[config.mk]
export PLATFORM = sky130hd
export DESIGN_NAME = framed_packet_deframer_crc16
export DESIGN_NICKNAME = d
export VERILOG_FILES = /design/src/sv/fpd_pkg.sv /design/src/sv/fpd_ram.sv /design/src/sv/fpd_ctrl.sv /design/src/sv/fpd_datapath.sv /design/src/sv/framed_packet_deframer_crc16.sv
export SDC_FILE = /design/constraint.sdc
export NUM_CORES = 1
export LEC_CHECK = 0
export BUFFER_PORTS_ARGS = -buffer_cell sky130_fd_sc_hd__buf_4
export CAP_MARGIN = 25
export CORE_MARGIN = 8
export CORE_UTILIZATION = 62
export CTS_CLUSTER_DIAMETER = 80
export DETAILED_ROUTE_END_ITERATION = 8
export HOLD_SLACK_MARGIN = 0.12
export PLACE_DENSITY_LB_ADDON = 0.25
export SYNTH_ARGS = -nofsm -noshare
export SYNTH_HDL_FRONTEND = slang
export SYNTH_SLANG_ARGS = --single-unit
[constraint.sdc]
create_clock -name aclk -period 5.3 [get_ports aclk]
set_input_delay 0.53 -clock aclk [delete_from_list [all_inputs] [get_ports aclk]]
set_output_delay 0.53 -clock aclk [all_outputs]
set_load 0.05 [all_outputs]
[src/sv/fpd_pkg.sv]
// ----------------------------------------------------------------------------
// fpd_pkg
// Shared types, constants and the CRC-16 byte update for the frame deframer.
// ----------------------------------------------------------------------------
package fpd_pkg;

    localparam int MAX_PAYLOAD = 32;
    localparam int PAY_AW      = $clog2(MAX_PAYLOAD);
    localparam int CNT_W       = 6;
    localparam int LEN_W       = 6;
    localparam int CFG_IDX_W   = 8;
    localparam int CFG_DATA_W  = 16;

    localparam logic [CNT_W-1:0] HDR_LEN   = CNT_W'(6);
    localparam logic [CNT_W-1:0] FRAME_MAX = CNT_W'(MAX_PAYLOAD + 6);
    localparam logic [CNT_W-1:0] POS_LEN   = CNT_W'(1);
    localparam logic [CNT_W-1:0] POS_CMD   = CNT_W'(2);
    localparam logic [CNT_W-1:0] POS_CRC   = CNT_W'(4);

    localparam logic [7:0]  START_RST = 8'hAA;
    localparam logic [7:0]  END_RST   = 8'h55;
    localparam logic [7:0]  HB_RST    = 8'h00;
    localparam logic [15:0] POLY_RST  = 16'hA001;
    localparam logic [15:0] CRC_INIT  = 16'hFFFF;

    localparam logic [CFG_IDX_W-1:0] CFG_START = CFG_IDX_W'(0);
    localparam logic [CFG_IDX_W-1:0] CFG_END   = CFG_IDX_W'(1);
    localparam logic [CFG_IDX_W-1:0] CFG_HB    = CFG_IDX_W'(2);
    localparam logic [CFG_IDX_W-1:0] CFG_POLY  = CFG_IDX_W'(3);

    localparam logic KIND_STATUS  = 1'b0;
    localparam logic KIND_PAYLOAD = 1'b1;

    typedef enum logic [2:0] {
        ST_OK         = 3'd0,
        ST_NO_START   = 3'd1,
        ST_INCOMPLETE = 3'd2,
        ST_BAD_END    = 3'd3,
        ST_BAD_CRC    = 3'd4,
        ST_OVERFLOW   = 3'd5
    } frame_status_t;

    typedef enum logic [1:0] {
        S_IDLE,
        S_CHECK,
        S_STATUS,
        S_PAYLOAD
    } fpd_state_t;

    typedef struct packed {
        logic keep;
        logic check;
        logic load_payload;
    } ctrl_cmd_t;

    typedef struct packed {
        logic out_last;
    } dp_status_t;

    function automatic logic [15:0] crc_feed(input logic [15:0] crc,
                                             input logic [7:0]  b,
                                             input logic [15:0] poly);
        logic [15:0] c;
        c = crc ^ {8'h00, b};
        for (int k = 0; k < 8; k++) begin
            if (c[0]) begin
                c = (c >> 1) ^ poly;
            end else begin
                c = c >> 1;
            end
        end
        return c;
    endfunction

endpackage

[src/sv/fpd_ram.sv]
// ----------------------------------------------------------------------------
// fpd_ram
// Generic single-write, single-read RAM with registered read data.
// ----------------------------------------------------------------------------
module fpd_ram #(
    parameter int WIDTH = 8,
    parameter int DEPTH = 32
) (
    input  logic                     aclk,
    input  logic                     we,
    input  logic [$clog2(DEPTH)-1:0] waddr,
    input  logic [WIDTH-1:0]         wdata,
    input  logic [$clog2(DEPTH)-1:0] raddr,
    output logic [WIDTH-1:0]         rdata
);

    logic [WIDTH-1:0] mem [DEPTH];
    logic [WIDTH-1:0] rdata_reg;

    always_ff @(posedge aclk) begin
        if (we) begin
            mem[waddr] <= wdata;
        end
        rdata_reg <= mem[raddr];
    end

    assign rdata = rdata_reg;

endmodule

[src/sv/fpd_ctrl.sv]
// ----------------------------------------------------------------------------
// fpd_ctrl
// Sequencer: takes bytes, runs the frame check, then hands out the items.
// ----------------------------------------------------------------------------
module fpd_ctrl
    import fpd_pkg::*;
(
    input  logic       aclk,
    input  logic       aresetn,
    input  logic       s_valid,
    input  logic       s_last_byte,
    output logic       s_ready,
    output logic       m_valid,
    input  logic       m_ready,
    input  dp_status_t dp_stat,
    output ctrl_cmd_t  dp_cmd
);

    fpd_state_t state_reg, state_next;
    logic       in_acc, out_acc;

    assign in_acc  = s_valid && s_ready;
    assign out_acc = m_valid && m_ready;

    always_ff @(posedge aclk) begin
        if (!aresetn) begin
            state_reg <= S_IDLE;
        end else begin
            state_reg <= state_next;
        end
    end

    always_comb begin
        state_next = state_reg;
        case (state_reg)
            S_IDLE: begin
                if (in_acc && s_last_byte) begin
                    state_next = S_CHECK;
                end
            end
            S_CHECK: begin
                state_next = S_STATUS;
            end
            S_STATUS, S_PAYLOAD: begin
                if (out_acc) begin
                    state_next = dp_stat.out_last ? S_IDLE : S_PAYLOAD;
                end
            end
            default: state_next = S_IDLE;
        endcase
    end

    always_comb begin
        s_ready             = 1'b0;
        m_valid             = 1'b0;
        dp_cmd.keep         = 1'b0;
        dp_cmd.check        = 1'b0;
        dp_cmd.load_payload = 1'b0;
        case (state_reg)
            S_IDLE: begin
                s_ready     = 1'b1;
                dp_cmd.keep = s_valid;
            end
            S_CHECK: begin
                dp_cmd.check = 1'b1;
            end
            S_STATUS, S_PAYLOAD: begin
                m_valid             = 1'b1;
                dp_cmd.load_payload = m_ready && !dp_stat.out_last;
            end
            default: begin
            end
        endcase
    end

    a_no_overlap: assert property (@(posedge aclk) disable iff (!aresetn)
        !(s_ready && m_valid))
        else $error("input taken while an item is pending");

    a_last_to_check: assert property (@(posedge aclk) disable iff (!aresetn)
        (in_acc && s_last_byte) |=> (state_reg == S_CHECK))
        else $error("final byte did not start the check");

    a_check_shows: assert property (@(posedge aclk) disable iff (!aresetn)
        (state_reg == S_CHECK) |=> (m_valid && !s_ready))
        else $error("status item not presented after check");

    a_last_frees: assert property (@(posedge aclk) disable iff (!aresetn)
        (out_acc && dp_stat.out_last) |=> s_ready)
        else $error("block not free after final item");

endmodule

[src/sv/fpd_datapath.sv]
// ----------------------------------------------------------------------------
// fpd_datapath
// Frame state, CRC update, payload store, frame check and output register.
// ----------------------------------------------------------------------------
module fpd_datapath
    import fpd_pkg::*;
(
    input  logic                  aclk,
    input  logic                  aresetn,
    input  ctrl_cmd_t             dp_cmd,
    output dp_status_t            dp_stat,
    input  logic [7:0]            s_data_byte,
    input  logic                  cfg_valid,
    input  logic [CFG_IDX_W-1:0]  cfg_index,
    input  logic [CFG_DATA_W-1:0] cfg_data,
    output logic                  m_item_kind,
    output logic [2:0]            m_status,
    output logic [7:0]            m_command,
    output logic [LEN_W-1:0]      m_payload_length,
    output logic [7:0]            m_payload_byte,
    output logic                  m_last_result
);

    logic [7:0]  start_reg, start_next;
    logic [7:0]  end_reg, end_next;
    logic [7:0]  hb_reg, hb_next;
    logic [15:0] poly_reg, poly_next;

    logic             seen_reg, seen_next;
    logic [CNT_W-1:0] count_reg, count_next;
    logic [7:0]       dl_reg [3];
    logic [7:0]       dl_next [3];
    logic [15:0]      crc_reg, crc_next;
    logic [7:0]       len_reg, len_next;
    logic [7:0]       cmd_reg, cmd_next;
    logic             ovf_reg, ovf_next;

    logic             kind_reg, kind_next;
    frame_status_t    stat_reg, stat_next;
    logic [7:0]       ocmd_reg, ocmd_next;
    logic [LEN_W-1:0] olen_reg, olen_next;
    logic [7:0]       obyte_reg, obyte_next;
    logic             olast_reg, olast_next;
    logic [LEN_W-1:0] idx_reg, idx_next;

    logic          start_now;
    logic          ram_we;
    logic [7:0]    ram_rdata;
    frame_status_t chk;

    assign start_now = seen_reg || (s_data_byte == start_reg);
    assign ram_we    = dp_cmd.keep && start_now && (count_reg < FRAME_MAX)
                       && (count_reg >= HDR_LEN);

    fpd_ram #(
        .WIDTH (8),
        .DEPTH (MAX_PAYLOAD)
    ) u_store (
        .aclk  (aclk),
        .we    (ram_we),
        .waddr (PAY_AW'(count_reg - HDR_LEN)),
        .wdata (dl_reg[2]),
        .raddr (idx_next[PAY_AW-1:0]),
        .rdata (ram_rdata)
    );

    always_comb begin
        if (!seen_reg) begin
            chk = ST_NO_START;
        end else if (ovf_reg) begin
            chk = ST_OVERFLOW;
        end else if (count_reg < HDR_LEN) begin
            chk = ST_INCOMPLETE;
        end else if ((count_reg == HDR_LEN) && (cmd_reg != hb_reg)) begin
            chk = ST_INCOMPLETE;
        end else if (8'(count_reg - HDR_LEN) != len_reg) begin
            chk = ST_INCOMPLETE;
        end else if (dl_reg[0] != end_reg) begin
            chk = ST_BAD_END;
        end else if ({dl_reg[2], dl_reg[1]} != crc_reg) begin
            chk = ST_BAD_CRC;
        end else begin
            chk = ST_OK;
        end
    end

    always_comb begin
        start_next = start_reg;
        end_next   = end_reg;
        hb_next    = hb_reg;
        poly_next  = poly_reg;
        seen_next  = seen_reg;
        count_next = count_reg;
        dl_next    = dl_reg;
        crc_next   = crc_reg;
        len_next   = len_reg;
        cmd_next   = cmd_reg;
        ovf_next   = ovf_reg;
        kind_next  = kind_reg;
        stat_next  = stat_reg;
        ocmd_next  = ocmd_reg;
        olen_next  = olen_reg;
        obyte_next = obyte_reg;
        olast_next = olast_reg;
        idx_next   = idx_reg;

        if (cfg_valid) begin
            case (cfg_index)
                CFG_START: start_next = cfg_data[7:0];
                CFG_END:   end_next   = cfg_data[7:0];
                CFG_HB:    hb_next    = cfg_data[7:0];
                CFG_POLY:  poly_next  = cfg_data;
                default: begin
                end
            endcase
        end

        if (dp_cmd.keep && start_now) begin
            seen_next = 1'b1;
            if (count_reg >= FRAME_MAX) begin
                ovf_next = 1'b1;
            end else begin
                count_next = count_reg + CNT_W'(1);
                if (count_reg == POS_LEN) begin
                    len_next = s_data_byte;
                end
                if (count_reg == POS_CMD) begin
                    cmd_next = s_data_byte;
                end
                if (count_reg >= POS_CRC) begin
                    crc_next = crc_feed(crc_reg, dl_reg[2], poly_reg);
                end
                if (count_reg != '0) begin
                    dl_next[2] = dl_reg[1];
                    dl_next[1] = dl_reg[0];
                    dl_next[0] = s_data_byte;
                end
            end
        end

        if (dp_cmd.check) begin
            kind_next  = KIND_STATUS;
            stat_next  = chk;
            obyte_next = '0;
            idx_next   = '0;
            if (chk == ST_OK) begin
                ocmd_next  = cmd_reg;
                olen_next  = len_reg[LEN_W-1:0];
                olast_next = (len_reg == 8'd0);
            end else begin
                ocmd_next  = '0;
                olen_next  = '0;
                olast_next = 1'b1;
            end
            seen_next  = 1'b0;
            count_next = '0;
            dl_next    = '{default: 8'h00};
            crc_next   = CRC_INIT;
            len_next   = '0;
            cmd_next   = '0;
            ovf_next   = 1'b0;
        end

        if (dp_cmd.load_payload) begin
            kind_next  = KIND_PAYLOAD;
            stat_next  = ST_OK;
            obyte_next = ram_rdata;
            olast_next = ((idx_reg + LEN_W'(1)) == olen_reg);
            idx_next   = idx_reg + LEN_W'(1);
        end
    end

    always_ff @(posedge aclk) begin
        if (!aresetn) begin
            start_reg <= START_RST;
            end_reg   <= END_RST;
            hb_reg    <= HB_RST;
            poly_reg  <= POLY_RST;
            seen_reg  <= 1'b0;
            count_reg <= '0;
            dl_reg    <= '{default: 8'h00};
            crc_reg   <= CRC_INIT;
            len_reg   <= '0;
            cmd_reg   <= '0;
            ovf_reg   <= 1'b0;
            olast_reg <= 1'b0;
            idx_reg   <= '0;
        end else begin
            start_reg <= start_next;
            end_reg   <= end_next;
            hb_reg    <= hb_next;
            poly_reg  <= poly_next;
            seen_reg  <= seen_next;
            count_reg <= count_next;
            dl_reg    <= dl_next;
            crc_reg   <= crc_next;
            len_reg   <= len_next;
            cmd_reg   <= cmd_next;
            ovf_reg   <= ovf_next;
            olast_reg <= olast_next;
            idx_reg   <= idx_next;
        end
    end

    always_ff @(posedge aclk) begin
        kind_reg  <= kind_next;
        stat_reg  <= stat_next;
        ocmd_reg  <= ocmd_next;
        olen_reg  <= olen_next;
        obyte_reg <= obyte_next;
    end

    assign dp_stat.out_last  = olast_reg;
    assign m_item_kind       = kind_reg;
    assign m_status          = stat_reg;
    assign m_command         = ocmd_reg;
    assign m_payload_length  = olen_reg;
    assign m_payload_byte    = obyte_reg;
    assign m_last_result     = olast_reg;

    a_count_cap: assert property (@(posedge aclk) disable iff (!aresetn)
        count_reg <= FRAME_MAX)
        else $error("byte count beyond frame limit");

    a_ovf_full: assert property (@(posedge aclk) disable iff (!aresetn)
        ovf_reg |-> (count_reg == FRAME_MAX) && seen_reg)
        else $error("overflow without full frame");

    a_check_clears: assert property (@(posedge aclk) disable iff (!aresetn)
        dp_cmd.check |=> !seen_reg && (count_reg == '0) && (crc_reg == CRC_INIT))
        else $error("frame state not cleared after check");

endmodule

[src/sv/framed_packet_deframer_crc16.sv]
// ----------------------------------------------------------------------------
// framed_packet_deframer_crc16
// Byte-stream frame deframer with reflected CRC-16 check and payload output.
// ----------------------------------------------------------------------------
// Non-final bytes: one item per cycle, no result.
// Final byte: the frame check runs in S_CHECK, then the status item shows on
// m_ valid; payload items follow, read from the payload RAM, one per cycle
// while m_ready is high. Input is held off until the last result item is taken.
// Reset: synchronous, active low; frame state, settings, last flag and index
// return to defaults; output item fields and payload RAM are not cleared.
// ----------------------------------------------------------------------------
module framed_packet_deframer_crc16
    import fpd_pkg::*;
(
    input  logic                  aclk,
    input  logic                  aresetn,
    input  logic                  s_valid,
    output logic                  s_ready,
    input  logic [7:0]            s_data_byte,
    input  logic                  s_last_byte,
    output logic                  m_valid,
    input  logic                  m_ready,
    output logic                  m_item_kind,
    output logic [2:0]            m_status,
    output logic [7:0]            m_command,
    output logic [LEN_W-1:0]      m_payload_length,
    output logic [7:0]            m_payload_byte,
    output logic                  m_last_result,
    input  logic                  cfg_valid,
    output logic                  cfg_ready,
    input  logic [CFG_IDX_W-1:0]  cfg_index,
    input  logic [CFG_DATA_W-1:0] cfg_data
);

    ctrl_cmd_t  dp_cmd;
    dp_status_t dp_stat;

    assign cfg_ready = 1'b1;

    fpd_ctrl u_ctrl (
        .aclk        (aclk),
        .aresetn     (aresetn),
        .s_valid     (s_valid),
        .s_last_byte (s_last_byte),
        .s_ready     (s_ready),
        .m_valid     (m_valid),
        .m_ready     (m_ready),
        .dp_stat     (dp_stat),
        .dp_cmd      (dp_cmd)
    );

    fpd_datapath u_dp (
        .aclk             (aclk),
        .aresetn          (aresetn),
        .dp_cmd           (dp_cmd),
        .dp_stat          (dp_stat),
        .s_data_byte      (s_data_byte),
        .cfg_valid        (cfg_valid),
        .cfg_index        (cfg_index),
        .cfg_data         (cfg_data),
        .m_item_kind      (m_item_kind),
        .m_status         (m_status),
        .m_command        (m_command),
        .m_payload_length (m_payload_length),
        .m_payload_byte   (m_payload_byte),
        .m_last_result    (m_last_result)
    );

endmodule

[Word-level counts from Yosys, hierarchy flattened]
Memories as Yosys holds them, arrays and structs flattened. A register that Yosys moved wholly into a read port is not among the register bits.
Index checks and enable logic that the tools add are counted.
Storage, ports and cells
  bits in writable memories: 256
  input bits: 38
  word-level logic and storage cells: 143
  output and inout port bits: 30
  memory bits (read-only): 0
  register bits: 139
  memories: 1
  bits in latches: 0
Operators by class
  shift-type cells: 0
  $lt $le $gt $ge: 5
  $mul: 0
  reductions and logical operators: 29
  div/mod/pow operators: 0
  $add $sub $neg: 4
  equality and inequality tests: 17
  bitwise logic cells: 11
  multiplexer cells: 54
Memories
  u_dp.u_store.mem: words 32, bits a word 8, rd ports 1, clocked after memory_dff 1, write ports 1, RTL line fpd_ram.sv:17  | logic [WIDTH-1:0] mem [DEPTH];
Operators with widths (number)
  16-bit two-way mux: 29
  15-bit by 16-bit XOR with 16-bit output: 8
  8-bit inequality test: 3
  3-bit two-way mux: 7
  8-bit by 2-bit == test with 1-bit output, second input constant: 2
  8-bit zero test: 2
  8-bit two-way mux: 2
  16-bit inequality test: 1
  16-bit by 8-bit XOR with 16-bit output: 1
  2-bit AND reduction: 7
  6-bit by 1-bit adder with 6-bit output, second input constant: 2
  6-bit by 3-bit >= comparator with 1-bit output, second input constant: 2
  6-bit two-way mux: 2
  3-bit AND reduction: 4
  1-bit two-way mux: 10
  8-bit by 1-bit == test with 1-bit output, second input constant: 1
  8-bit == test: 1
  1-bit logical AND: 8
  6-bit by 3-bit subtractor with 7-bit output, second input constant: 1
  6-bit by 1-bit == test with 1-bit output, second input constant: 1
  6-bit by 2-bit == test with 1-bit output, second input constant: 1
  6-bit by 3-bit == test with 1-bit output, second input constant: 1
  6-bit == test: 1
  6-bit >= comparator, second input constant: 1
  other kinds (16): 22

[Longest topological paths before layout]
Gate-level depths: netlist of the first run.
  depth in word-level cells: 38
  gate-level depth with buffers: 15
  gate-level depth less buffers: 12

[Cells and area by module]
Synthesis of the first run repeated with hierarchy kept, for this count alone.
Unflattened totals
  cells, all modules: 1403
  area total of the unflattened synthesis: 18451.4 um^2
By module, submodules not included
  fpd_ram: times used 1, seq. area each 7847.5 um^2, cells an instance 417, area an instance 10053.4 um^2
  fpd_datapath: times used 1, seq. area each 2962.8 um^2, cells an instance 969, area an instance 8259.2 um^2
  fpd_ctrl: times used 1, seq. area each 40.0 um^2, cells an instance 15, area an instance 127.6 um^2
  framed_packet_deframer_crc16: times used 1, seq. area each 0.0 um^2, cells an instance 2, area an instance 11.3 um^2

[Least setup slack after synthesis of the first run]
OpenSTA, ideal clock, no wires.
  path kind: register to register
  start: reg u_dp.dl_reg[0] in the netlist's numbering
  end: reg u_dp.crc_reg[11]
  cell stages (with the launch flop): 14
  buffers on the path: 1
  data required time: 5.159 ns
  library setup time: 0.141 ns
  data arrival time: 3.660 ns
  slack: 1.499 ns
  clock period less this slack: 3.801 ns
  path through: dfxtp_1 -> xnor2_4 -> xnor2_4 -> mux2_4 -> a21oi_2 -> mux2i_1 -> xnor3_2 -> xnor2_4 -> o211ai_1 -> nand4_1 -> buf_2 -> nand3_2 -> xnor2_1 -> o211ai_1
On the way
  word-level cells in the longest chain between the ends: 36
  elaborated cells between the ends (all ways): 37
  classes of those cells: mux (29); bitwise (8)
Ends and longest elaborated chain
  from (decl): RTL line fpd_datapath.sv:31  | logic [7:0] dl_reg [3];
  from (signal assigned): RTL line fpd_datapath.sv:195  | dl_reg <= dl_next;
  16-bit by 8-bit XOR with 16-bit output *: RTL line fpd_pkg.sv:64  | c = crc ^ {8'h00, b};
  16-bit two-way mux *: RTL line fpd_pkg.sv:66  | if (c[0]) begin
  16-bit two-way mux *: RTL line fpd_datapath.sv:130  | if (count_reg >= POS_CRC) begin
  16-bit two-way mux *: RTL line fpd_datapath.sv:120  | if (count_reg >= FRAME_MAX) begin
  16-bit two-way mux *: RTL line fpd_datapath.sv:118  | if (dp_cmd.keep && start_now) begin
  15-bit by 16-bit XOR with 16-bit output: RTL line fpd_pkg.sv:67  | c = (c >> 1) ^ poly;
  16-bit two-way mux *: RTL line fpd_pkg.sv:66
  16-bit two-way mux *: RTL line fpd_datapath.sv:130
  (+20 left out)
  16-bit two-way mux *: RTL line fpd_datapath.sv:118
  15-bit by 16-bit XOR with 16-bit output / 16-bit two-way mux (equally long branches): RTL line fpd_pkg.sv:67, fpd_datapath.sv:118
  16-bit two-way mux *: RTL line fpd_pkg.sv:66
  16-bit two-way mux *: RTL line fpd_datapath.sv:130
  16-bit two-way mux *: RTL line fpd_datapath.sv:120
  16-bit two-way mux *: RTL line fpd_datapath.sv:118
  15-bit by 16-bit XOR with 16-bit output / 16-bit two-way mux (equally long branches): RTL line fpd_pkg.sv:67, fpd_datapath.sv:118
  16-bit two-way mux *: RTL line fpd_pkg.sv:66
  to (signal assigned): RTL line fpd_datapath.sv:196  | crc_reg <= crc_next;
  to (decl): RTL line fpd_datapath.sv:33  | logic [15:0] crc_reg, crc_next;
Mark *: on every way between the ends. The rest lies on a longest branch, timed or not. The select of a mux whose other input is x is not followed.
A chain may end at the register's enable or synchronous reset.

[Worst setup path in the final report of the first run]
  start: reg u_dp.dl_reg[0] in the netlist's numbering
  end: reg u_dp.crc_reg[8]
On the way
  word-level cells in the longest chain between the ends: 37
Ends and longest elaborated chain (RTL line)
  16-bit by 8-bit XOR with 16-bit output *: fpd_pkg.sv:64
  16-bit two-way mux *: fpd_pkg.sv:66
  16-bit two-way mux *: fpd_datapath.sv:130
  16-bit two-way mux *: fpd_datapath.sv:120
  16-bit two-way mux *: fpd_datapath.sv:118
  15-bit by 16-bit XOR with 16-bit output: fpd_pkg.sv:67
  16-bit two-way mux *: fpd_pkg.sv:66
  16-bit two-way mux *: fpd_datapath.sv:130
  (+21 left out)
  16-bit two-way mux *: fpd_datapath.sv:118
  15-bit by 16-bit XOR with 16-bit output: fpd_pkg.sv:67
  16-bit two-way mux *: fpd_pkg.sv:66
  16-bit two-way mux *: fpd_datapath.sv:130
  16-bit two-way mux *: fpd_datapath.sv:120
  16-bit two-way mux *: fpd_datapath.sv:118
  15-bit by 16-bit XOR with 16-bit output: fpd_pkg.sv:67
  16-bit two-way mux *: fpd_pkg.sv:66
Marks and branches as above.

==> results of run 1 <==
-- cell usage after synthesis, types with 36 or more instances --
cell                       number  area (µm²)
sky130_fd_sc_hd__xnor2_1      132        1160
sky130_fd_sc_hd__nand3_1       42         210
sky130_fd_sc_hd__mux2i_1       62         621
sky130_fd_sc_hd__dfxtp_1      125        2500
sky130_fd_sc_hd__a21oi_1       42         210
sky130_fd_sc_hd__mux4_2        64        1440
sky130_fd_sc_hd__nor2b_1       36         225
sky130_fd_sc_hd__xor2_1        48         420
sky130_fd_sc_hd__nor2_1        80         300
sky130_fd_sc_hd__nand2_1      278        1040
sky130_fd_sc_hd__edfxtp_1     278        8350
sky130_fd_sc_hd__clkbuf_1      69         259
-- power groups by stage --
stage | combinational [µW] | clock (µW) | sequential [µW]
after floorplan | 96.0 | 0 | 3460
after global placement | 224 | 0 | 3420
after detailed placement | 225 | 0 | 3420
after CTS | 225 | 2940 | 3350
after global routing | 236 | 3060 | 3350
final | 222 | 2920 | 3350
-- kinds of logic after synthesis --
logic type / synth area share (%)
buffers and inverters: 2.18
adders and majority gates: 0.406
and+or+nand+nor: 13.3
muxes: 11.4
AOI/OAI and AO/OA: 4.36
xor gates and xnor gates: 9.58
DFF: 58.7
other: 0.0203
-- metrics by stage --
stage	area (µm²)	instances
6_report	20700	1961
4_1_cts	20700	1961
5_1_grt	20700	1961
2_1_floorplan	18500	1491
3_3_place_gp	19300	1884
3_5_place_dp	19300	1884
-- cell type report --
cell class | count | area [µm²] | area share [%]
flip-flops and latches | 403 | 10900 | 52.4
clock inverters | 15 | 146 | 0.707
repair buffers | 93 | 711 | 3.43
multi-input cells | 989 | 7260 | 35.1
well taps | 390 | 488 | 2.36
inverters | 9 | 33.8 | 0.163
clock buffers | 62 | 1230 | 5.92
-- layer usage --
metal | share of wire, % | global-route usage (%)
met4 | 3.1 | 7.82
met1 | 40 | 28.5
met2 | 51 | 41.2
met5 | 0 | 0
met3 | 5.4 | 3.33
-- critical path: stages, from the launching register on --
cell	delay, ns
sky130_fd_sc_hd__dfxtp_1	0.34
sky130_fd_sc_hd__buf_4	0.27
sky130_fd_sc_hd__xor2_1	0.60
sky130_fd_sc_hd__nand3_1	0.14
sky130_fd_sc_hd__a221oi_1	0.40
sky130_fd_sc_hd__o211ai_1	0.19
sky130_fd_sc_hd__o211a_1	0.27
sky130_fd_sc_hd__xnor2_2	0.69
sky130_fd_sc_hd__nand2_1	0.17
sky130_fd_sc_hd__xnor2_1	0.30
sky130_fd_sc_hd__a31o_1	0.58
sky130_fd_sc_hd__and2_4	0.28
sky130_fd_sc_hd__and4_1	0.19
sky130_fd_sc_hd__nor3_1	0.05
-- worst paths after layout --
path                                  from                          endpoint  slack [ns]
min reg2reg  u_dp.m_item_kind$_SDFFE_PP1P_     u_dp.m_item_kind$_SDFFE_PP1P_        0.46
max reg2reg    u_dp.dl_reg[0]$_SDFFE_PP0P_      u_dp.crc_reg[8]$_SDFFE_PP1P_        0.72
min                                m_ready  u_ctrl.state_reg[1]$_SDFFE_PN0P_        0.20
max            u_dp.dl_reg[0]$_SDFFE_PP0P_      u_dp.crc_reg[8]$_SDFFE_PP1P_        0.72
==> flow_summary.json, run 1 <==
{
  "synthesis.area_per_instance_um2": 12.4,
  "final_min_period_over_clock_period_pct": 86.5,
  "final_max_slew_viol_count": 0,
  "cts_post_setup_buffers_inserted": 0,
  "outcome": "complete, no violations",
  "comb_power_share_pct": 3.4,
  "detail_route.wirelength_mm": 41.6,
  "final.setup.tns_ns": 0,
  "htreeDepth": 2,
  "worst_hold_slack_ns": 0.196,
  "coreArea_um2": 29500,
  "finClkSkew_ns": 0.0252,
  "layout_common_cells": "278 x sky130_fd_sc_hd__nand2_1, 278 x sky130_fd_sc_hd__edfxtp_1, 132 x sky130_fd_sc_hd__xnor2_1",
  "worst_hold_path_type": "in -> reg",
  "achievable-frequency_mhz": 218,
  "ys_ff_latch": 403,
  "synth_cell_type_count": 70,
  "finalHoldViolations": 0,
  "mappedNetlistArea_um2": 18500,
  "dr_total_vias": 11644,
  "sequentialPowerShare_pct": 51.6,
  "internal_power_uw": 5130,
  "finalNetCount": 1582,
  "setup_violations": 0,
  "layout-drive-gt1-share_pct": 15.7,
  "total_die_area_um2": 35600,
  "start_kind": "flop",
  "yosysSeqAreaShare_pct": 58.7,
  "port-buffer-count": 66,
  "timing.setup.critical_path_class": "reg -> reg",
  "cp_data_required_time_ns": 5.73,
  "synth-edff-count": 278,
  "power_uw": 6490,
  "yosysWarningCount": 0,
  "gp_congestion": 0.880,
  "postRouteAntennaNets": 0,
  "filler_cell_count": 2013,
  "finalCoreUtilization_pct": 70.3,
  "p_leak_uw": 0.00806,
  "chipWidth_um": 189,
  "path_clk_slew_ns": 0.06,
  "synth-async-reset-ratio_pct": 0,
  "synthesis.nets": 1535,
  "pre_cts_slack_ns": 0.754,
  "chipHeight_um": 189,
  "max_reg_flops": 256,
  "post-route-worst-setup-slack_ns": 0.716,
  "worstPathMaxFanout": 16,
  "number_of_global_route_vias_before_repair": 11643,
  "drt_first_pass_iters": 5,
  "peakVddDrop_mv": 0.252,
  "initial_antenna_violation_count": 0,
  "ctsResizeCount": 0,
  "cts_hold_buf": 0,
  "overflow_after_grt": 0,
  "flow.area_growth_from_synthesis_pct": 12.1,
  "clock_path_buffers": 3,
  "grt_start_max_net_pins": 53,
  "detailed_place_hpwl_mm": 26.9,
  "remaining_drc_errors": 0,
  "clk_root_buffer_cell": "sky130_fd_sc_hd__clkbuf_16",
  "grtUsageTotal_pct": 23.1,
  "rsz0062_at_grt": "false",
  "rows": 63,
  "power.share.clock_pct": 45.0,
  "antenna_cells_inserted": 0,
  "power-per-cell-area_nw_per_um2": 313,
  "grt_first_pass_wirelength_mm": 65.4,
  "endpoint_kind": "flop",
  "ff2ff_path_depth": 13,
  "syn_inst": 1491,
  "cts_made_buffers": 42,
  "timing.hold.worst_path_depth": 2,
  "period_needed_ns": 4.58,
  "first_iter_violations": 1030,
  "p_sw_uw": 1370,
  "slew-limit-headroom_pct": 31.6,
  "worst_margin_pin_slew_ns": 1.00,
  "ys_dominant_reg_cell": "sky130_fd_sc_hd__edfxtp_1",
  "drv_cap": 0,
  "crit_arrival_ns": 5.01,
  "num_clock_sinks": 403,
  "design.portCount": 68,
  "power.switching_fraction_pct": 21.0,
  "floorplan.initialDensity_pct": 62.7,
  "vias_per_cell": 5.94,
  "cts_tree": "done",
  "wl_per_cell_um": 21.2,
  "insertion_delay_ns": 0.55
}
No activity file was read; power rests on OpenSTA's default activity.
==> run 2: changes to the inputs <==
--- a/config.mk
+++ b/config.mk
@@ -5,6 +5,7 @@
 export SDC_FILE = /design/constraint.sdc
 export NUM_CORES = 1
 export LEC_CHECK = 0
+export ABC_AREA = 1
 export BUFFER_PORTS_ARGS = -buffer_cell sky130_fd_sc_hd__buf_4
 export CAP_MARGIN = 25
 export CORE_MARGIN = 8
==> run 2 against run 1 <==
  * Via count up 30%
  * Sequential share of layout area down 0.28 points
  * Cell area up 0.53%
  * Hold slack better by 0.035 ns
  * Largest cell class unchanged
==> flow_summary.json, run 2 <==
{
  "design.portCount": 68,
  "finish.cell_count_without_fillers": 2457,
  "achievable-frequency_mhz": 218,
  "filler_cell_count": 2270,
  "synth_top_family_by_area": "simple AND/OR/NAND/NOR gates",
  "total_die_area_um2": 36300,
  "outcome": "complete, no violations",
  "chipWidth_um": 190,
  "max_reg_flops": 256,
  "final_max_slew_viol_count": 0,
  "peakVddDrop_mv": 0.244,
  "first_iter_violations": 1785,
  "endpoint_kind": "flop",
  "dr_total_vias": 15107,
  "worst_path_largest_cell_delay_ns": 0.35,
  "post-synth-top-area-cell": "sky130_fd_sc_hd__edfxtp_1",
  "post_synth_fa_ha_maj_area_fraction_pct": 0.398,
  "synthXorXnorAreaFrac_pct": 3.62,
  "cts_post_setup_buffers_inserted": 0,
  "synth-async-reset-ratio_pct": 0,
  "yosysSeqAreaShare_pct": 57.5,
  "clock_path_buffers": 3,
  "path_clk_slew_ns": 0.06,
  "synth_compound_gate_area_share_pct": 13.2,
  "synth_simple_gate_area_share_pct": 19.2,
  "timing.setup.critical_path_class": "reg -> reg",
  "gp_congestion": 0.906,
  "synthesis.nets": 2059,
  "worstPathMaxFanout": 30,
  "grt_first_pass_wirelength_mm": 76.6,
  "initial_antenna_violation_count": 0,
  "remaining_drc_errors": 0,
  "mappedNetlistArea_um2": 18900,
  "cp_data_required_time_ns": 5.72,
  "cts_hold_buf": 0,
  "layout_common_cells": "341 x sky130_fd_sc_hd__nand2_1, 278 x sky130_fd_sc_hd__edfxtp_1, 252 x sky130_fd_sc_hd__nor2_1",
  "cp_common_cell": "sky130_fd_sc_hd__nand2_1",
  "htreeDepth": 2,
  "grtUsageTotal_pct": 26.2,
  "floorplan.initialDensity_pct": 62.4,
  "synth.most_common_cell": "sky130_fd_sc_hd__nand2_1",
  "crit_arrival_ns": 5.00,
  "drv_cap": 0,
  "start_kind": "flop",
  "setup_violations": 0,
  "worst_hold_path_type": "in -> reg",
  "slew-limit-headroom_pct": 32.5,
  "coreArea_um2": 30300,
  "ys_ff_latch": 403,
  "overflow_after_grt": 0,
  "drt_first_pass_iters": 6,
  "final.setup.tns_ns": 0,
  "detailed_place_hpwl_mm": 31.2,
  "clk_root_buffer_cell": "sky130_fd_sc_hd__clkbuf_16",
  "finClkSkew_ns": 0.0192,
  "synth-edff-count": 278,
  "cts_made_buffers": 40,
  "syn_inst": 2015,
  "cp_slowest_cell": "sky130_fd_sc_hd__dfxtp_1",
  "number_of_global_route_vias_before_repair": 14504,
  "antenna_cells_inserted": 0,
  "ys_dominant_reg_cell": "sky130_fd_sc_hd__edfxtp_1",
  "finalNetCount": 2076,
  "detail_route.wirelength_mm": 48.4,
  "rows": 64,
  "worst_margin_pin_slew_ns": 1.01,
  "wl_per_cell_um": 19.7,
  "flow.area_growth_from_synthesis_pct": 10.3,
  "vias_per_cell": 6.15,
  "finalHoldViolations": 0,
  "port-buffer-count": 66,
  "yosysWarningCount": 0,
  "placed_cells_incl_taps": 2385,
  "final_common_cell": "sky130_fd_sc_hd__nand2_1",
  "layout-drive-gt1-share_pct": 9.90,
  "num_clock_sinks": 403,
  "chipHeight_um": 190,
  "power-per-cell-area_nw_per_um2": 336,
  "ys_top_cells_by_area": "sky130_fd_sc_hd__edfxtp_1 44%, sky130_fd_sc_hd__dfxtp_1 13%, sky130_fd_sc_hd__nand2_1 6.8%, sky130_fd_sc_hd__o21ai_0 5.2%, sky130_fd_sc_hd__nor2_1 5.1%",
  "synth_cell_type_count": 48,
  "synthesis.area_per_instance_um2": 9.37,
  "grt_start_max_net_pins": 87,
  "synthTopCellsByCount": "342 x sky130_fd_sc_hd__nand2_1, 278 x sky130_fd_sc_hd__edfxtp_1, 254 x sky130_fd_sc_hd__nor2_1",
  "period_needed_ns": 4.58,
  "rsz0062_at_grt": "false",
  "p_leak_uw": 0.00776,
  "postRouteAntennaNets": 0,
  "post_synth_mux_area_share_pct": 0,
  "insertion_delay_ns": 0.53,
  "ctsResizeCount": 0,
  "synth.top_cell.area_share_pct": 44.2,
  "final_min_period_over_clock_period_pct": 86.4,
  "cts_tree": "done"
}
-- run 2: cell count changes after synthesis, moves of 56 or more --
| cell | delta |
|---|---|
| sky130_fd_sc_hd__inv_1 | +142 |
| sky130_fd_sc_hd__mux2i_1 | -62 |
| sky130_fd_sc_hd__mux4_2 | -64 |
| sky130_fd_sc_hd__nand2_1 | +64 |
| sky130_fd_sc_hd__nand3_1 | +106 |
| sky130_fd_sc_hd__nor2_1 | +174 |
| sky130_fd_sc_hd__o21ai_0 | +173 |
| sky130_fd_sc_hd__o221ai_1 | +56 |
| sky130_fd_sc_hd__xnor2_1 | -102 |
-- run 2: logic make-up (layout without fill, tap and decap cells) --
logic type	count (synthesis)	after routing
and+or+nand+nor	831	831
AOI/OAI and AO/OA	419	419
DFF	403	403
buffers and inverters	277	323
xor gates and xnor gates	78	78
adders and majority gates	6	6
other	1	1
-- run 2: cell type report --
cell class              instances  area (µm²)  area share (%)
clock inverters                14         129           0.619
multi-input cells            1335        6900            33.1
well taps                     396         495            2.38
inverters                     160         601            2.88
clock buffers                  57        1150            5.50
flip-flops and latches        403       10900            52.1
repair buffers                 92         711            3.41
-- run 2: metrics by stage --
step	worst slack (ns)	instance area [µm²]	util [%]	power, µW	hold WS [ns]
after floorplan	2.11	18900	-	4040	0.444
after global placement	0.934	19500	64.5	4290	0.429
after detailed placement	0.780	19500	64.5	4300	0.433
after CTS	0.756	20800	68.7	7010	0.226
after global routing	0.232	20800	68.8	7180	0.237
final	0.721	20800	68.8	7010	0.231
-- run 2: report_power, final --
group	internal, µW	switching [µW]
clock	1610	1160
combinational	205	603
sequential	3400	36.1
total	5210	1800
-- run 2: path summary, 6_finish.rpt --
| kind | cells past startpoint | start | endpoint | slack, ns |
|---|---|---|---|---|
| max reg2reg | 26 | u_dp.dl_reg[0]$_SDFFE_PP0P_ | u_dp.crc_reg[13]$_SDFFE_PP1P_ | 0.72 |
| max | 26 | u_dp.dl_reg[0]$_SDFFE_PP0P_ | u_dp.crc_reg[13]$_SDFFE_PP1P_ | 0.72 |
| min | 3 | cfg_data[15] | u_dp.poly_reg[15]$_SDFFE_PN1P_ | 0.23 |
| min reg2reg | 2 | u_dp.m_item_kind$_SDFFE_PP1P_ | u_dp.m_item_kind$_SDFFE_PP1P_ | 0.45 |
-- run 2: metal layers --
metal / share of wire (%) / global-route usage (%) / up-vias
li1: - / - / 7021
met1: 39 / 32.9 / 7151
met2: 49 / 44.4 / 769
met3: 7.6 / 3.64 / 166
met4: 4.6 / 12.4 / 0
met5: 0 / 0 / -
-- run 2: critical path: cells and delay by family (launching register included) --
| family | cells | cell delay (ns) |
|---|---|---|
| buf+inv | 2 | 0.16 |
| simple gates | 24 | 3.91 |
| flops | 1 | 0.35 |
==> run 3: changes to the inputs <==
--- a/config.mk
+++ b/config.mk
@@ -9,7 +9,7 @@
 export BUFFER_PORTS_ARGS = -buffer_cell sky130_fd_sc_hd__buf_4
 export CAP_MARGIN = 25
 export CORE_MARGIN = 8
-export CORE_UTILIZATION = 62
+export CORE_UTILIZATION = 50
 export CTS_CLUSTER_DIAMETER = 80
 export DETAILED_ROUTE_END_ITERATION = 8
 export HOLD_SLACK_MARGIN = 0.12
==> run 3 against run 2 <==
  * Register-to-register slack gained 0.18 ns
  * Utilization fell by 12 points
  * Worst setup slack better by 0.18 ns
  * Clock power up 3%
  * Non-clock buffer count is 4 higher
  * Sequential share of layout area down 0.60 points
  * Cell area up 1.2%
  * Flip-flop and latch count unchanged
  * Count of clock-buffer cells in the layout shrank 2
  * Wire length rose by 3.3%
  * Critical path depth down 13
  * Critical endpoint is now u_dp.u_store.rdata[6]$_DFF_P_
==> flow_summary.json, run 3 (synthesis gave the netlist of run 2 again) <==
{
  "finish.cell_count_without_fillers": 2581,
  "clock_path_buffers": 3,
  "drt_first_pass_iters": 5,
  "filler_cell_count": 3235,
  "final.setup.tns_ns": 0,
  "timing.setup.critical_path_class": "reg -> reg",
  "initial_antenna_violation_count": 0,
  "p_sw_uw": 1840,
  "remaining_drc_errors": 0,
  "sequential_cell_area_um2": 10900,
  "chipHeight_um": 210,
  "worst_hold_path_type": "in -> reg",
  "design.portCount": 68,
  "comb_power_share_pct": 11.4,
  "regToRegSetupSlack_ns": 0.91,
  "placed_cells_incl_taps": 2505,
  "number_of_global_route_vias_before_repair": 14305,
  "total_die_area_um2": 44200,
  "power.share.clock_pct": 40.2,
  "final_min_period_over_clock_period_pct": 82.9,
  "rsz0062_at_grt": "false",
  "first_iter_violations": 1415,
  "endpoint_kind": "flop",
  "vias_per_cell": 5.73,
  "layout-drive-gt1-share_pct": 10.2,
  "floorplan.initialDensity_pct": 50.5,
  "worst_margin_pin_slew_ns": 0.965,
  "crit_arrival_ns": 4.84,
  "outcome": "complete, no violations",
  "postRouteAntennaNets": 0,
  "finClkSkew_ns": 0.0216,
  "multi_input_comb_area_um2": 6900,
  "cts_hold_buf": 0,
  "finalCoreUtilization_pct": 56.3,
  "finalNetCount": 2081,
  "worstPathMaxFanout": 25,
  "layout_common_cells": "341 x sky130_fd_sc_hd__nand2_1, 278 x sky130_fd_sc_hd__edfxtp_1, 252 x sky130_fd_sc_hd__nor2_1",
  "grt_first_pass_wirelength_mm": 78.6,
  "achievable-frequency_mhz": 228,
  "sequentialPowerShare_pct": 48.4,
  "drv_cap": 0,
  "start_kind": "flop",
  "peakVddDrop_mv": 0.263,
  "flow.area_growth_from_synthesis_pct": 11.6,
  "final_common_cell": "sky130_fd_sc_hd__nand2_1",
  "worst_hold_slack_ns": 0.202,
  "antenna_cells_inserted": 0,
  "htreeDepth": 2,
  "max_reg_flops": 256,
  "cts_post_setup_buffers_inserted": 0,
  "rows": 71,
  "cp_data_required_time_ns": 5.74,
  "chipWidth_um": 210,
  "grtUsageTotal_pct": 22.2,
  "detailed_place.area_um2": 19700,
  "ctsResizeCount": 0,
  "setup_violations": 0,
  "dr_total_vias": 14791,
  "power.switching_fraction_pct": 26.0,
  "wl_per_cell_um": 19.4,
  "period_needed_ns": 4.39,
  "internal_power_uw": 5250,
  "power-per-cell-area_nw_per_um2": 337,
  "finalHoldViolations": 0,
  "cts_made_buffers": 41,
  "detailed_place_hpwl_mm": 32.4,
  "port-buffer-count": 66,
  "overflow_after_grt": 0,
  "final_design_area_no_fill_um2": 21100,
  "num_clock_sinks": 403,
  "grt_start_max_net_pins": 89,
  "p_leak_uw": 0.00780,
  "coreArea_um2": 37400,
  "cts_tree": "done",
  "path_clk_slew_ns": 0.06,
  "gp_congestion": 0.882,
  "clk_root_buffer_cell": "sky130_fd_sc_hd__clkbuf_16",
  "insertion_delay_ns": 0.55,
  "final_max_slew_viol_count": 0,
  "slew-limit-headroom_pct": 35.4,
  "detail_route.wirelength_mm": 50.0
}
==> run 3: layout make-up <==
class	count	area share [%]
clock buffer	55	5.50
clock inverter	21	0.813
inverter	160	2.85
multi-input combinational	1335	32.7
sequential	403	51.5
tap	511	3.03
timing repair buffer	96	3.57
==> run 3: worst paths after layout <==
kind                                                       start                             end  depth (start not counted)
worst min register to register     u_dp.m_item_kind$_SDFFE_PP1P_   u_dp.m_item_kind$_SDFFE_PP1P_                          2
worst max-delay path            u_ctrl.state_reg[1]$_SDFFE_PN0P_   u_dp.u_store.rdata[6]$_DFF_P_                         13
worst min-delay path                                cfg_data[15]  u_dp.poly_reg[15]$_SDFFE_PN1P_                          3
worst max register to register  u_ctrl.state_reg[1]$_SDFFE_PN0P_   u_dp.u_store.rdata[6]$_DFF_P_                         13
==> run 3: power by group through the flow <==
stage	clock network [µW]	registers [µW]	logic [µW]
after CTS	2880	3430	816
after global placement	0	3500	802
after detailed placement	0	3500	813
after floorplan	0	3650	396
after global routing	3000	3440	871
final	2850	3430	811
==> run 3: per-stage QoR <==
step / setup slack (ns) / total power, µW
after floorplan: 2.11 / 4040
after global placement: 0.808 / 4300
after detailed placement: 0.716 / 4310
after CTS: 0.917 / 7130
after global routing: 0.580 / 7310
final: 0.905 / 7100
==> run 3: worst max-delay path, cell delays in order (launching register included) <==
cell,delay (ns)
sky130_fd_sc_hd__dfxtp_1,0.42
sky130_fd_sc_hd__nand2_1,0.09
sky130_fd_sc_hd__nor2_1,0.38
sky130_fd_sc_hd__clkinv_1,0.54
sky130_fd_sc_hd__nand2_1,0.58
sky130_fd_sc_hd__inv_1,0.28
sky130_fd_sc_hd__a22oi_2,0.22
sky130_fd_sc_hd__clkinv_1,0.60
sky130_fd_sc_hd__buf_4,0.50
sky130_fd_sc_hd__o221ai_1,0.16
sky130_fd_sc_hd__nand3_1,0.13
sky130_fd_sc_hd__nand2_1,0.08
sky130_fd_sc_hd__a31oi_1,0.06
sky130_fd_sc_hd__a31oi_1,0.24
==> run 3: layer usage <==
layer	vias up	routed length [µm]	GRT usage, %
li1	7019	-	-
met1	7096	20500	28.1
met2	574	24700	38.8
met3	102	3290	2.58
met4	0	1530	7.95
met5	-	0	0
